File: src/hw/rtl/b64d_pkg.sv
// ----------------------------------------------------------------------------
// b64d_pkg
// Shared types, constants and the character map for the Base64 decoder.
// ----------------------------------------------------------------------------
package b64d_pkg;

   localparam logic [7:0] PAD_CODE    = 8'h3D;
   localparam int         QUEUE_DEPTH = 4;
   localparam int         QUEUE_AW    = $clog2(QUEUE_DEPTH);

   // one completed group: aligned 24-bit word, byte count (1..3), end of message
   typedef struct packed {
      logic [23:0] word;
      logic [1:0]  nbytes;
      logic        last;
   } job_type;

   typedef struct packed {
      logic                empty;
      logic                full;
      logic [QUEUE_AW:0]   count;
   } queue_status_type;

   // 6-bit value of a 7-bit character; anything outside the alphabet gives 0
   function automatic logic [5:0] sextet_of(input logic [6:0] c);
      logic [5:0] v;
      v = 6'd0;
      if (c >= 7'h41 && c <= 7'h5A)      v = 6'(c - 7'h41);
      else if (c >= 7'h61 && c <= 7'h7A) v = 6'(c - 7'h61 + 7'd26);
      else if (c >= 7'h30 && c <= 7'h39) v = 6'(c - 7'h30 + 7'd52);
      else if (c == 7'h2B)               v = 6'd62;
      else if (c == 7'h2F)               v = 6'd63;
      return v;
   endfunction

endpackage

File: src/hw/rtl/base64_stream_decoder.sv
// ----------------------------------------------------------------------------
// base64_stream_decoder
// Streaming Base64 decoder: characters in, decoded bytes out.
//
//   channel   handshake       payload
//   request   req_push/full   req_char_code[7:0], req_last_char
//   response  rsp_pop/empty   rsp_data_byte[7:0], rsp_run_last, rsp_stream_end
//
// One character is taken per cycle while req_full is low; a completed group
// goes via the job queue to rsp_data_byte, one byte per cycle while popped.
// Byte output is limited by the back end at one byte per cycle, which covers
// the 3-bytes-per-4-characters average; a 4-entry job queue absorbs bursts.
// req_full rises only while the job queue is full; rsp_pop stalls never
// block request acceptance until that queue fills.
// Synchronous reset clears the group state, the queue and the response valid.
// ----------------------------------------------------------------------------
module base64_stream_decoder (
   input  logic       clock,
   input  logic       reset,
   input  logic       req_push,
   output logic       req_full,
   input  logic [7:0] req_char_code,
   input  logic       req_last_char,
   output logic       rsp_empty,
   input  logic       rsp_pop,
   output logic [7:0] rsp_data_byte,
   output logic       rsp_run_last,
   output logic       rsp_stream_end
);
   import b64d_pkg::*;

   job_type          push_job, head_job;
   logic             job_push, q_pop;
   queue_status_type q_status;

   assign req_full = q_status.full;

   b64d_front u_front (
      .clock         (clock),
      .reset         (reset),
      .req_push      (req_push),
      .req_char_code (req_char_code),
      .req_last_char (req_last_char),
      .q_full        (q_status.full),
      .job_push      (job_push),
      .job           (push_job)
   );

   b64d_queue u_queue (
      .clock    (clock),
      .reset    (reset),
      .push     (job_push),
      .push_job (push_job),
      .pop      (q_pop),
      .head_job (head_job),
      .status   (q_status)
   );

   b64d_back u_back (
      .clock          (clock),
      .reset          (reset),
      .head_job       (head_job),
      .q_status       (q_status),
      .q_pop          (q_pop),
      .rsp_pop        (rsp_pop),
      .rsp_empty      (rsp_empty),
      .rsp_data_byte  (rsp_data_byte),
      .rsp_run_last   (rsp_run_last),
      .rsp_stream_end (rsp_stream_end)
   );

   a_end_is_run_last: assert property (@(posedge clock) disable iff (reset)
      (!rsp_empty && rsp_stream_end) |-> rsp_run_last)
      else $error("stream end without run last");

   a_count_bound: assert property (@(posedge clock) disable iff (reset)
      q_status.count <= (QUEUE_AW+1)'(QUEUE_DEPTH))
      else $error("job queue over depth");

   a_no_push_when_full: assert property (@(posedge clock) disable iff (reset)
      q_status.full |-> !job_push)
      else $error("job pushed into full queue");

   a_empty_after_reset: assert property (@(posedge clock)
      $past(reset) |-> rsp_empty)
      else $error("response valid right after reset");

endmodule

File: src/hw/rtl/b64d_front.sv
// ----------------------------------------------------------------------------
// b64d_front
// Accepts characters, gathers them into groups and posts one job per group.
// ----------------------------------------------------------------------------
module b64d_front (
   input  logic              clock,
   input  logic              reset,
   input  logic              req_push,
   input  logic [7:0]        req_char_code,
   input  logic              req_last_char,
   input  logic              q_full,
   output logic              job_push,
   output b64d_pkg::job_type job
);
   import b64d_pkg::*;

   logic [17:0] group_bits_ff, group_bits_in;
   logic [1:0]  char_pos_ff, char_pos_in;
   logic        third_was_pad_ff, third_was_pad_in;

   logic        accept;
   logic        is_pad;
   logic [23:0] acc;
   logic        closes;

   assign accept = req_push && !q_full;
   assign is_pad = (req_char_code == PAD_CODE);
   assign acc    = {group_bits_ff, sextet_of(req_char_code[6:0])};
   assign closes = req_last_char || (char_pos_ff == 2'd3);

   always_comb begin
      group_bits_in    = group_bits_ff;
      char_pos_in      = char_pos_ff;
      third_was_pad_in = third_was_pad_ff;
      job_push         = 1'b0;
      job.last         = req_last_char;
      job.word         = acc;
      job.nbytes       = 2'd1;
      unique case (char_pos_ff)
         2'd0: job.word = {acc[5:0], 18'd0};
         2'd1: job.word = {acc[11:0], 12'd0};
         2'd2: job.word = {acc[17:0], 6'd0};
         2'd3: job.word = acc;
         default: job.word = acc;
      endcase
      unique case (char_pos_ff)
         2'd0, 2'd1: job.nbytes = 2'd1;
         2'd2:       job.nbytes = 2'd2;
         2'd3: begin
            // drop trailing bytes for pads in a final full group
            if (req_last_char) begin
               job.nbytes = 2'd3 - 2'(is_pad) - 2'(third_was_pad_ff);
            end else begin
               job.nbytes = 2'd3;
            end
         end
         default: job.nbytes = 2'd1;
      endcase
      if (accept) begin
         if (closes) begin
            job_push         = 1'b1;
            group_bits_in    = '0;
            char_pos_in      = '0;
            third_was_pad_in = 1'b0;
         end else begin
            group_bits_in = acc[17:0];
            char_pos_in   = char_pos_ff + 2'd1;
            if (char_pos_ff == 2'd2) begin
               third_was_pad_in = is_pad;
            end
         end
      end
   end

   always_ff @(posedge clock) begin
      if (reset) begin
         group_bits_ff    <= '0;
         char_pos_ff      <= '0;
         third_was_pad_ff <= 1'b0;
      end else begin
         group_bits_ff    <= group_bits_in;
         char_pos_ff      <= char_pos_in;
         third_was_pad_ff <= third_was_pad_in;
      end
   end

endmodule

File: src/hw/rtl/b64d_queue.sv
// ----------------------------------------------------------------------------
// b64d_queue
// Short job queue between the front and back parts.
// ----------------------------------------------------------------------------
module b64d_queue (
   input  logic                       clock,
   input  logic                       reset,
   input  logic                       push,
   input  b64d_pkg::job_type          push_job,
   input  logic                       pop,
   output b64d_pkg::job_type          head_job,
   output b64d_pkg::queue_status_type status
);
   import b64d_pkg::*;

   job_type             slots_ff [QUEUE_DEPTH];
   logic [QUEUE_AW-1:0] wr_ptr_ff, wr_ptr_in;
   logic [QUEUE_AW-1:0] rd_ptr_ff, rd_ptr_in;
   logic [QUEUE_AW:0]   count_ff, count_in;
   logic                do_push, do_pop;

   assign status.count = count_ff;
   assign status.empty = (count_ff == '0);
   assign status.full  = (count_ff == (QUEUE_AW+1)'(QUEUE_DEPTH));
   assign do_push      = push && !status.full;
   assign do_pop       = pop && !status.empty;
   assign head_job     = slots_ff[rd_ptr_ff];

   always_comb begin
      wr_ptr_in = do_push ? QUEUE_AW'(wr_ptr_ff + 1'b1) : wr_ptr_ff;
      rd_ptr_in = do_pop  ? QUEUE_AW'(rd_ptr_ff + 1'b1) : rd_ptr_ff;
      count_in  = count_ff + (QUEUE_AW+1)'(do_push) - (QUEUE_AW+1)'(do_pop);
   end

   always_ff @(posedge clock) begin
      if (do_push) begin
         slots_ff[wr_ptr_ff] <= push_job;
      end
   end

   always_ff @(posedge clock) begin
      if (reset) begin
         wr_ptr_ff <= '0;
         rd_ptr_ff <= '0;
         count_ff  <= '0;
      end else begin
         wr_ptr_ff <= wr_ptr_in;
         rd_ptr_ff <= rd_ptr_in;
         count_ff  <= count_in;
      end
   end

endmodule

File: src/hw/rtl/b64d_back.sv
// ----------------------------------------------------------------------------
// b64d_back
// Splits queued jobs into bytes for the output register, one per free cycle.
// ----------------------------------------------------------------------------
module b64d_back (
   input  logic                       clock,
   input  logic                       reset,
   input  b64d_pkg::job_type          head_job,
   input  b64d_pkg::queue_status_type q_status,
   output logic                       q_pop,
   input  logic                       rsp_pop,
   output logic                       rsp_empty,
   output logic [7:0]                 rsp_data_byte,
   output logic                       rsp_run_last,
   output logic                       rsp_stream_end
);
   import b64d_pkg::*;

   logic [1:0] byte_idx_ff, byte_idx_in;
   logic       valid_ff, valid_in;
   logic [7:0] data_ff, data_in;
   logic       run_last_ff, run_last_in;
   logic       end_ff, end_in;
   logic       out_free;
   logic       is_final;

   assign out_free = !valid_ff || rsp_pop;
   assign is_final = (byte_idx_ff + 2'd1 == head_job.nbytes);

   always_comb begin
      byte_idx_in = byte_idx_ff;
      valid_in    = valid_ff && !rsp_pop;
      data_in     = data_ff;
      run_last_in = run_last_ff;
      end_in      = end_ff;
      q_pop       = 1'b0;
      if (out_free && !q_status.empty) begin
         valid_in    = 1'b1;
         run_last_in = is_final;
         end_in      = is_final && head_job.last;
         unique case (byte_idx_ff)
            2'd0:    data_in = head_job.word[23:16];
            2'd1:    data_in = head_job.word[15:8];
            default: data_in = head_job.word[7:0];
         endcase
         // advance within the job, or retire it on its last byte
         if (is_final) begin
            q_pop       = 1'b1;
            byte_idx_in = '0;
         end else begin
            byte_idx_in = byte_idx_ff + 2'd1;
         end
      end
   end

   always_ff @(posedge clock) begin
      if (reset) begin
         byte_idx_ff <= '0;
         valid_ff    <= 1'b0;
      end else begin
         byte_idx_ff <= byte_idx_in;
         valid_ff    <= valid_in;
      end
   end

   always_ff @(posedge clock) begin
      data_ff     <= data_in;
      run_last_ff <= run_last_in;
      end_ff      <= end_in;
   end

   assign rsp_empty      = !valid_ff;
   assign rsp_data_byte  = data_ff;
   assign rsp_run_last   = run_last_ff;
   assign rsp_stream_end = end_ff;

endmodule

File: config.mk
export PLATFORM = sky130hd
export DESIGN_NAME = base64_stream_decoder
export DESIGN_NICKNAME = d
export VERILOG_FILES = /design/src/hw/rtl/b64d_pkg.sv /design/src/hw/rtl/base64_stream_decoder.sv /design/src/hw/rtl/b64d_front.sv /design/src/hw/rtl/b64d_queue.sv /design/src/hw/rtl/b64d_back.sv
export SDC_FILE = /design/constraint.sdc
export NUM_CORES = 1
export LEC_CHECK = 0
export BUFFER_PORTS_ARGS = -buffer_cell sky130_fd_sc_hd__buf_2
export CAP_MARGIN = 20
export CORE_MARGIN = 8
export CORE_UTILIZATION = 50
export CTS_BUF_LIST = sky130_fd_sc_hd__clkbuf_4
export DETAILED_ROUTE_END_ITERATION = 8
export PLACE_DENSITY_LB_ADDON = 0.12
export SLEW_MARGIN = 25
export SYNTH_ARGS = -nofsm -noshare
export SYNTH_HDL_FRONTEND = slang
export SYNTH_HIERARCHICAL = 1
export SYNTH_SLANG_ARGS = --single-unit
File: constraint.sdc
create_clock -name clock -period 4.6 [get_ports clock]
set_clock_uncertainty 0.2 [all_clocks]
set_input_delay 0.23 -clock clock [delete_from_list [all_inputs] [get_ports clock]]
set_output_delay 0.23 -clock clock [all_outputs]
set_load 0.01 [all_outputs]
==> Word-level counts from Yosys, hierarchy flattened <==
Memories as Yosys holds them, arrays and structs flattened. A register that Yosys moved wholly into a read port is not among the register bits.
Cells that the tools add are included.
{ "totals": {"ff_bits": 41, "mem_bits_rw": 108, "in_bits": 13, "wordCells": 84, "n_memories": 1} }
{ "op_classes": {"add_sub_neg": 13, "magnitude_cmp": 6, "eq_ne": 9, "muxes": 23, "n_reduce_logical": 21} }
{ "memory_table": {"columns": ["memory", "words", "word_bits", "rd", "rd_clocked_by_memory_dff", "write_ports", "line", "source"], "rows": [
  ["u_queue.slots_ff", 4, 27, 1, 1, 1, "b64d_queue.sv:16", "job_type slots_ff [QUEUE_DEPTH];"]
]} }
{ "op_table": {"columns": ["operator", "count"], "rows": [
  ["$pmux 24 s4", 1],
  ["$mux 6", 5],
  ["$mux 18", 1],
  ["$pmux 8 s2", 1],
  ["$eq 7x6->1 const B", 2],
  ["$ge 7x7->1 const B", 2],
  ["$le 7x7->1 const B", 2],
  ["$sub 6x6->6 const B", 2],
  ["$mux 2", 5],
  ["$logic_and 1x1->1", 9],
  ["$mux 1", 9],
  ["$add 2x1->2 const B", 4],
  ["$eq 8x6->1 const B", 1],
  ["$ge 7x6->1 const B", 1],
  ["$le 7x6->1 const B", 1],
  ["$add 6x5->6 const B", 1],
  ["$add 6x6->6 const B", 1],
  ["$pmux 2 s3", 1],
  ["$sub 6x1->6 const B", 1],
  ["$eq 2x1->1 const B", 2],
  ["$eq 2x2->1 const B", 2],
  ["$logic_not 1->1", 4],
  ["$logic_not 2->1", 2],
  ["$add 3x1->3", 1],
  ["10 further kinds", 11]
]} }

==> Depth between registers and ports, before layout <==
{ "logic_depth": {"ltp_word": 7, "depth_mapped": 14, "ltp_nobuf": 13} }

==> By module <==
Netlist, hierarchy kept.
{ "modules_own_cells": {"columns": ["mod", "n_inst", "cells_each", "area_per_inst_um2", "seq_area_each_um2"], "rows": [
  ["b64d_queue", 1, 192, 4425.5, 3423.3],
  ["b64d_front", 1, 216, 1821.7, 420.4],
  ["b64d_back", 1, 60, 645.6, 360.3]
]} }

==> Least setup slack after synthesis <==
OpenSTA, ideal clock, no wires.
{ "synth_timing": {"kind": "register -> register", "start": "register (tool-made name)", "end": "register u_queue.count_ff[2]", "setup_ns": 0.125, "arrival_time_ns": 2.866, "required_time_ns": 4.275, "slack_ns": 1.409, "path_stages_with_launch": 15, "n_path_buf": 2, "synth_period_minus_slack_ns": 3.191, "cell_sequence": "dfxtp_1 -> buf_6 -> buf_12 -> mux4_2 -> xor2_2 -> nor4_1 -> o31ai_2 -> inv_1 -> ha_1 -> inv_1 -> ha_1 -> fa_1 -> xnor2_1 -> xnor2_1 -> nor2_1"} }
{ "synth_rtl": {"columns": ["item", "line", "source"], "rows": [
  ["end signal: assignment", "b64d_queue.sv:49", "count_ff <= count_in;"],
  ["end: declaration", "b64d_queue.sv:19", "logic [QUEUE_AW:0] count_ff, count_in;"]
]} }

==> Final worst setup path <==
{ "layout_timing": {"start": "register u_queue.count_ff[1]", "end": "register u_queue.count_ff[2]"} }
{ "layout_between": {"elab_chain_cells": 7} }
{ "layout_lines": {"columns": ["item", "line", "source"], "rows": [
  ["$eq 3x3->1", "b64d_queue.sv:24", "assign status.full = (count_ff == (QUEUE_AW+1)'(QUEUE_DEPTH));"],
  ["$logic_not 1->1", "b64d_front.sv:26", "assign accept = req_push && !q_full;"],
  ["$logic_and 1x1->1", "b64d_front.sv:26", null],
  ["$mux 1", "b64d_front.sv:59", "if (accept) begin"],
  ["net job_push", "base64_stream_decoder.sv:33", "logic job_push, q_pop;"],
  ["$logic_and 1x1->1", "b64d_queue.sv:25", "assign do_push = push && !status.full;"],
  ["$add 3x1->3", "b64d_queue.sv:32", "count_in = count_ff + (QUEUE_AW+1)'(do_push) - (QUEUE_AW+1)'(do_pop);"],
  ["$sub 3x1->3", "b64d_queue.sv:32", null]
]} }
The timed path passes the listed nets, and every way through them passes these cells.
A chain may end at the register's enable or synchronous reset.

==> flow_summary.ini <==
[run_status]
status = finished, final reports clean

[synthesis]
synth_edf_count = 118
seq_area_frac_synth = 0.6099
yosys_warnings = 6
netlist_area_um2 = 6893
synth_flop_cell = edfxtp_1
synth-seq-cells = 151
ys_types = 70
ys_top_cells_by_area = edfxtp_1 (51%), dfxtp_1 (9.6%), mux4_2 (6.5%)
postSynth.asyncResetShare = 0
yosys.area.top_type = edfxtp_1
syn_avg_cell_area_um2 = 14.73
syn_nets = 504
yosysTopAreaCellShare = 0.5141
synth_cells = 468

[timing]
setup_tns_ns = 0
max_freq_mhz = 285.2
hold_ws_ns = 0.1232
finalCritPeriodShare = 0.7622
worst_pin_slew_ns = 0.8323
rsz0062_at_grt = no
slew_violations = 0
setup_ws_ns = 1.094
min_period_ns = 3.506
slew_headroom = 0.4452
report.final.setup_viol = 0
hold_viol = 0

[global_route]
grt_max_degree = 37
grt_usage = 0.1591
grt-ovfl-total = 0
antenna_found_initial = 1
grt_pass1_wl_mm = 21.82
grt_pass1_vias = 3958

[power_and_ir_drop]
p_leak_nw = 2.558
vdd_drop_max_v = 0.0001902
powerDensity_nw_per_um2 = 422.0

[critical_path]
critPathKind = register to register
cp-start-kind = register
cp_max_fo = 22
cp.arrival_ns = 3.71
required_ns = 4.81
endpoint_kind = register

[placed_design]
dp_slack_ns = 1.105
portBuffers = 24
hpwlAfterDp_mm = 8.914
place_congestion = 0.8250

[detailed_routing]
drt_iter0_drc = 330
dr_wl_met3_um = 642
routed_wl_mm = 13.44
wire_per_inst_um = 19.31
dr.pass1.iters = 7
drc = 0
top_layer = met4
via_count = 4016
routed_via_density = 5.770
wl_met2_mm = 6.235
drtAntennaViolNets = 0
met1_length_mm = 6.356

[clocking]
cts_setup_buffers = 0
cts_buffers = 17
clock-sinks = 151
cts.htree.levels = 4
ctsLongestPathBuffers = 2
tritoncts = built
clkTransAtPathRegs_ns = 0.12
root_buffer = clkbuf_4
clock_latency_ns = 0.53

[floorplanning]
die_h_um = 133.4
ios = 25
die_area_um2 = 17800
row_count = 43
die_w_um = 133.4
start_util = 0.5044
coreArea_um2 = 13670

[layout]
finalNetCount = 538
area_delta_synth_final_pct = 9.294
layout-drive-gt1-share = 0.2194

[run]
maxCapViolCount = 0

[worst_hold_path]
hp-class = primary input to register
## synth_stat cells, types with 3 or more instances
master	n
nor2_2	3
nor2b_1	4
nor3_1	3
clkbuf_1	12
nand2_1	32
a22oi_1	27
nor2_1	29
nor3_2	4
o32ai_1	3
nand3b_1	4
nand3_1	4
o22ai_1	10
mux4_1	7
dfxtp_1	33
mux2i_1	6
buf_2	5
mux4_2	20
a21oi_1	9
o211ai_1	3
o31ai_1	3
inv_1	20
ha_1	22
edfxtp_1	118
o21ai_0	4
o21ai_1	7
and2_1	7
xnor2_1	7
nand2b_1	5
a222oi_1	6
## layout by cell type, fill, tap and decap left out, types with 4 or more instances in the layout
cell type and instances:
bufinv_16 4, nand2_1 32, a222oi_1 6, mux4_2 20
nor2b_1 4, ha_1 22, o21ai_0 4, nor3_2 4
dlygate4sd3_1 6, xnor2_1 7, nand2b_1 5, buf_4 8
nor2_1 28, nand3_1 4, nor2_2 4, inv_1 20
mux4_1 7, mux2i_1 6, and2_1 7, o22ai_1 10
dfxtp_1 32, buf_2 24, nand3b_1 4, o21ai_1 7
a21oi_1 9, a22oi_1 27, clkbuf_4 18, edfxtp_1 118
## sequential cells by signal, summed over array words and instances (netlist names), named ones only
| signal | count |
|---|---|
| u_back/byte_idx_ff | 2 |
| u_back/rsp_stream_end | 1 |
| u_front/char_pos_ff | 2 |
| u_back/valid_ff | 1 |
| u_back/rsp_data_byte | 8 |
| u_front/group_bits_ff | 18 |
| u_queue/slots_ff | 108 |
| u_back/rsp_run_last | 1 |
| u_front/third_was_pad_ff | 1 |
| u_queue/wr_ptr_ff | 2 |
| u_queue/count_ff | 3 |
| u_queue/rd_ptr_ff | 2 |
## power by group
| part | leakage, nW | internal [W] | switching, W |
|---|---|---|---|
| sequential | 1.40 | 0.00161 | 0.0000494 |
| clock | 0.157 | 0.000432 | 0.000453 |
| combinational | 1.00 | 0.000262 | 0.000372 |
| total | 2.56 | 0.00230 | 0.000875 |
## timing repair
| item | CTS | global route |
|---|---|---|
| hold buffers | 6 | 0 |
| endpoints found under the hold margin | 34 | 0 |
| resized for setup | 0 | 0 |
## stage by stage
stage	power, W	instance area, um^2	cells	utilization
2_1_floorplan	0.002154	6893	468	-
3_3_place_gp	0.002313	7152	657	0.5233
3_5_place_dp	0.002329	7152	657	0.5233
4_1_cts	0.003217	7528	695	0.5509
5_1_grt	0.003343	7533	696	0.5513
6_report	0.003179	7533	696	0.5513
## cell type report
type | count | area [um^2]
antenna | 1 | 2.502
clock buffer | 18 | 135.1
multi-input combinational | 272 | 2461
sequential | 151 | 4205
inverter | 22 | 82.58
clock inverter | 14 | 181.4
fill | 1135 | 6132
timing repair buffer | 38 | 240.2
tap | 180 | 225.2
## final timing paths
| check | startpoint | to | slack (ns) | cells after the start |
|---|---|---|---|---|
| min reg2reg | u_front/third_was_pad_ff | u_front/third_was_pad_ff | 0.29 | 2 |
| max reg2reg | u_queue/count_ff[1] | u_queue/count_ff[2] | 1.09 | 13 |
| max | u_queue/count_ff[1] | u_queue/count_ff[2] | 1.09 | 13 |
| min | req_char_code[4] | u_front/group_bits_ff[4] | 0.12 | 4 |
## cell families (layout without fill, tap and decap cells)
logic type,count (synthesis),after routing,share of synthesized area
other,0,1,0
flip-flops,151,151,0.6099
multiplexers,33,33,0.1007
AND/OR/NAND/NOR,113,113,0.08895
adder cells (fa/ha/maj),23,23,0.04284
AO/OA/AOI/OAI,94,94,0.1116
buffers and inverters,45,92,0.03340
XOR/XNOR,9,9,0.01253
## metal layers
metal,track usage,up-vias
met2,0.2376,100
li1,-,1896
met1,0.2189,2002
met3,0.04217,18
met4,0.05802,0
met5,0,-
## critical path, stage by stage, from the launching register on
cell,delay (ns)
dfxtp_1,0.47
nor3b_2,0.12
nand2b_1,0.54
nor2_1,0.35
inv_1,0.10
nor2_1,0.28
inv_1,0.09
ha_1,0.28
inv_1,0.04
ha_1,0.18
fa_1,0.38
xnor2_1,0.19
xnor2_1,0.14
nor2_1,0.05
(Power assumes the default switching activity.)
